<file path="src/ttps_pkg.sv">
`timescale 1ns / 1ps
// ----------------------------------------------------------------------------
// ttps_pkg
// Shared types, codes and helpers of the transposition table probe and store.
// ----------------------------------------------------------------------------
package ttps_pkg;

   localparam int TTPS_INDEX_BITS = 16;
   localparam int KEY_W           = 64;
   localparam int ENTRY_W         = 34;
   localparam int WORD_W          = KEY_W + ENTRY_W;
   localparam int CSR_INDEX_W     = 2;
   localparam int CSR_DATA_W      = 15;

   localparam logic [CSR_DATA_W-1:0] MATE_THRESHOLD_RESET = 15'd31000;
   localparam logic [CSR_DATA_W-1:0] INFINITY_SCORE_RESET = 15'd32000;

   // Command codes.
   localparam logic [1:0] CMD_PROBE = 2'd0;
   localparam logic [1:0] CMD_STORE = 2'd1;
   localparam logic [1:0] CMD_CLEAR = 2'd2;

   // Bound kinds.
   localparam logic [1:0] KIND_EXACT = 2'd0;
   localparam logic [1:0] KIND_UPPER = 2'd1;
   localparam logic [1:0] KIND_LOWER = 2'd2;

   // Register indexes of the configuration port.
   localparam logic [CSR_INDEX_W-1:0] CSR_MATE_THRESHOLD = 2'd0;
   localparam logic [CSR_INDEX_W-1:0] CSR_INFINITY_SCORE = 2'd1;

   typedef enum logic [1:0] {
      ST_CLEAR,
      ST_IDLE,
      ST_LOOKUP
   } state_type;

   typedef struct packed {
      logic capture;   // take the request word and start the table read
      logic finish;    // load the response register, write a store
      logic clr_step;  // write one empty entry of the clearing sweep
   } ctrl_cmd_type;

   typedef struct packed {
      logic out_free;   // response register can take a word this cycle
      logic is_clear;   // held request is a clear command
      logic clear_last; // sweep is at the final entry
   } ctrl_status_type;

   // Clamp an 18-bit signed value to the 16-bit signed range.
   function automatic logic signed [15:0] sat16(input logic signed [17:0] v);
      logic signed [15:0] r;
      if (v > 18'sd32767) begin
         r = 16'sh7FFF;
      end else if (v < -18'sd32768) begin
         r = 16'sh8000;
      end else begin
         r = v[15:0];
      end
      return r;
   endfunction

endpackage

</file>
<file path="src/ttps_ctrl.sv">
`timescale 1ns / 1ps
// ----------------------------------------------------------------------------
// ttps_ctrl
// Sequencer: clearing sweep, request capture, lookup and response hand-off.
// ----------------------------------------------------------------------------
module ttps_ctrl
   import ttps_pkg::*;
(
   input  logic            clock,
   input  logic            reset,
   input  logic            req_valid,
   output logic            req_stall,
   input  ctrl_status_type status,
   output ctrl_cmd_type    cmd
);

   state_type state_ff;
   state_type state_in;

   always_ff @(posedge clock) begin
      if (reset) begin
         state_ff <= ST_CLEAR;
      end else begin
         state_ff <= state_in;
      end
   end

   always_comb begin
      state_in = state_ff;
      case (state_ff)
         ST_CLEAR: begin
            if (status.clear_last) begin
               state_in = ST_IDLE;
            end
         end
         ST_IDLE: begin
            if (req_valid) begin
               state_in = ST_LOOKUP;
            end
         end
         ST_LOOKUP: begin
            if (status.out_free) begin
               state_in = status.is_clear ? ST_CLEAR : ST_IDLE;
            end
         end
         default: begin
            state_in = ST_CLEAR;
         end
      endcase
   end

   always_comb begin
      req_stall    = 1'b1;
      cmd.capture  = 1'b0;
      cmd.finish   = 1'b0;
      cmd.clr_step = 1'b0;
      case (state_ff)
         ST_CLEAR: begin
            cmd.clr_step = 1'b1;
         end
         ST_IDLE: begin
            req_stall   = 1'b0;
            cmd.capture = req_valid;
         end
         ST_LOOKUP: begin
            cmd.finish = status.out_free;
         end
         default: begin
            req_stall = 1'b1;
         end
      endcase
   end

endmodule

</file>
<file path="config.mk">
export PLATFORM = sky130hd
export DESIGN_NAME = ttps_ctrl
export DESIGN_NICKNAME = d
export VERILOG_FILES = /design/src/ttps_pkg.sv /design/src/ttps_ctrl.sv
export SDC_FILE = /design/constraint.sdc
export NUM_CORES = 1
export LEC_CHECK = 0
export BUFFER_PORTS_ARGS = -buffer_cell sky130_fd_sc_hd__clkbuf_2
export CAP_MARGIN = 20
export CORE_AREA = 2 2 39 41
export DETAILED_ROUTE_END_ITERATION = 8
export DIE_AREA = 0 0 41 43
export PLACE_DENSITY = 0.36
export SLEW_MARGIN = 20
export SYNTH_ARGS = -nofsm -noshare
export SYNTH_HDL_FRONTEND = slang
export SYNTH_SLANG_ARGS = --single-unit
</file>
<file path="constraint.sdc">
create_clock -name clock -period 1.35 [get_ports clock]
set_input_delay 0.27 -clock clock [delete_from_list [all_inputs] [get_ports clock]]
set_output_delay 0.27 -clock clock [all_outputs]
set_load 0.02 [all_outputs]
</file>
==> summary.txt <==
Switching share of power: 26.7%
Clk slew on worst S/H paths: 0.03 ns
Area of the die: 1760 um2
Top cells by area, synth: dfxtp_1 (36%), nor2_1 (10%), and3b_2 (9.1%)
Post-synthesis mux area share: 0%
Slew Limit Headroom: 88.7%
GP Congestion: 0.641
Unrepaired setup endpoints after global routing: no
Clock power share: 53.2%
Routed wire length: 328 um
Area grow syn2layout: 80.7%
Yosys warns: 0
FFs w/ async S/R, synth: 0%
CTS tree: done
Initial DRC Count: 3
Post-Synth Simple-Gate Area: 39.8%
Initial antenna violation count: 0
DRT antenna net count: 0
Sw Pwr: 0.0000666 W
Largest Register: state_ff
Sequential area share after synthesis: 36.4%
Final min period: 1.26 ns
Fmax: 793 MHz
PortBufs: 9
Bufs on Longest Clock Path: 2
CP Capture Type: output pin
Initial Utilization: 7.96%
Compound-Gate Fraction of Synth Area: 20.5%
Clock insertion delay at the later pin of the skew report: 0.22 ns
Vias in the first global route: 124
First-pass DRT Iterations: 2
Post-DP Area: 175 um2
Core area: 1380 um2
Synth Net Count: 19
Final nets: 33
Max cap viols: 0
DR vias: 135
WL per Instance: 8.00 um
Largest fanout on the critical path: 6
Final Hold Viols: 0
Max reg flops: 2
FF+latch count, synth: 2
CTS sink count: 2
Critical Path RT: 1.08 ns
CP delay by family, top: flip-flops
Number of synthesized flops with an enable pin: 0
CP Launch Type: register
Hold Path Class: in2reg
Synth top cells by count: nor2_1 (3), dfxtp_1 (2)
Total congestion overflow: 0
H-Tree Depth: 1
# rows: 14
# IOs: 10
Crit Path Category: reg2out
Post-CTS Setup Repair Bufs: 0
Final clock skew: 0.00424 ns
Setup TNS: 0 ns
Largest registers: state_ff (2)
Cell Pwr Density: 1260 nW/um2
Largest stage delay, worst path: 0.39 ns
Hold_buf cts: 0
Least-Margin Pin Slew: 0.169 ns
CP max-delay cell: dfxtp_1
Synth top area share: 36.4%
Root Driver: clkbuf_4
Adder-cell share of the synthesized area: 0%
Fillers: 148
DRC violations left: 0
Largest net degree at the start of global routing: 8
Ratio of cells with drive above 1 in the final layout: 56.0%
Most common cell in the netlist: nor2_1
Max-slew violations: 0
Sequential Power Share: 28.7%
Vias/cell: 3.29
Resized cells post-CTS: 0
Area leader, netlist: dfxtp_1
Worst IR Drop VDD: 0.000314 V
Post-synthesis average cell area: 8.47 um2
ANT cells: 0
Chip width: 41 um
Largest family of logic cells by synthesized area: simple AND/OR/NAND/NOR gates
Setup violators final: 0
Critical path arrival: 0.99 ns
Leak Pwr: 0.102 nW
Status: complete, no violations
Tcrit/Tclk final: 93.4%
Syn Inst Count: 13
Synth Area in XOR/XNOR: 0%
First-pass GRT wire length: 545 um
Power Internal: 0.000183 W
Crit path buf inv count: 1
TritonCTS buffer count: 3
Gr usage total: 5.41%
CP Cell Sequence: and3b_2 -> clkbuf_2
Die Y: 43 um
Main synth FF type: dfxtp_1
Distinct cells, synth: 10
Cell area after layout: 199 um2
Post-Syn Area: 110 um2
Combinational Power Share: 18.1%
cell usage in the layout (no fill, tap or decap), drive strengths merged:
cell     count
a211o        1
nand2b       1
and3b        1
o2bb2ai      1
clkbuf      12
a21oi        1
inv          1
or3b         1
dfxtp        2
nand3b       1
nor2         3
stage by stage:
step / power, W / setup slack, ns / cells / utilization [%] / hold slack, ns
after floorplan: 0.0000963 / 0.436 / 13 / - / 0.339
after global placement: 0.000118 / 0.269 / 38 / 12.7 / 0.483
after detailed placement: 0.000117 / 0.281 / 38 / 12.7 / 0.490
after CTS: 0.000259 / 0.0347 / 41 / 14.3 / 0.248
after global routing: 0.000271 / 0.0225 / 41 / 14.4 / 0.269
final: 0.000250 / 0.0886 / 41 / 14.4 / 0.262
worst reg2reg max path, stage by stage (launching register included):
cell,delay (ns)
dfxtp_1,0.39
or3b_1,0.36
a21oi_1,0.15
power groups by stage:
stage	clock (W)	combinational, W	sequential (W)
final	0.000133	0.0000452	0.0000717
after global routing	0.000148	0.0000500	0.0000734
after global placement	0	0.0000457	0.0000722
after floorplan	0	0.0000266	0.0000697
after detailed placement	0	0.0000456	0.0000717
after CTS	0.000142	0.0000457	0.0000709
final timing paths:
| kind | from | end | slack, ns | cells past startpoint |
|---|---|---|---|---|
| hold reg to reg | state_ff[0]$_SDFFE_PP0P_ | state_ff[0]$_SDFFE_PP0P_ | 0.55 | 2 |
| setup reg to reg | state_ff[1]$_SDFFE_PP0P_ | state_ff[1]$_SDFFE_PP0P_ | 0.38 | 2 |
| setup / recovery | state_ff[1]$_SDFFE_PP0P_ | cmd[1] | 0.09 | 2 |
| hold / removal | reset | state_ff[1]$_SDFFE_PP0P_ | 0.26 | 2 |
layer usage:
layer  wire, um  vias up  GRT usage [%]
met1        180       54           6.69
li1           -       72              -
met2         94        9           4.38
met5          0        -              0
met3         53        0           5.24
met4          0        0           6.00
kinds of logic after synthesis:
| family | count (synthesis) |
|---|---|
| AND/OR/NAND/NOR | 7 |
| AO/OA/AOI/OAI | 3 |
| flip-flops | 2 |
| buffers and inverters | 1 |
final cells by class:
type / count / area, um2 / area share [%]
Clock buffer: 3 / 22.5 / 11.3
Inverter: 1 / 3.75 / 1.89
Multi-Input combinational cell: 10 / 66.3 / 33.3
Sequential cell: 2 / 41.3 / 20.8
Tap cell: 16 / 20.0 / 10.1
Timing Repair Buffer: 9 / 45.0 / 22.6
(Power assumes the default switching activity.)
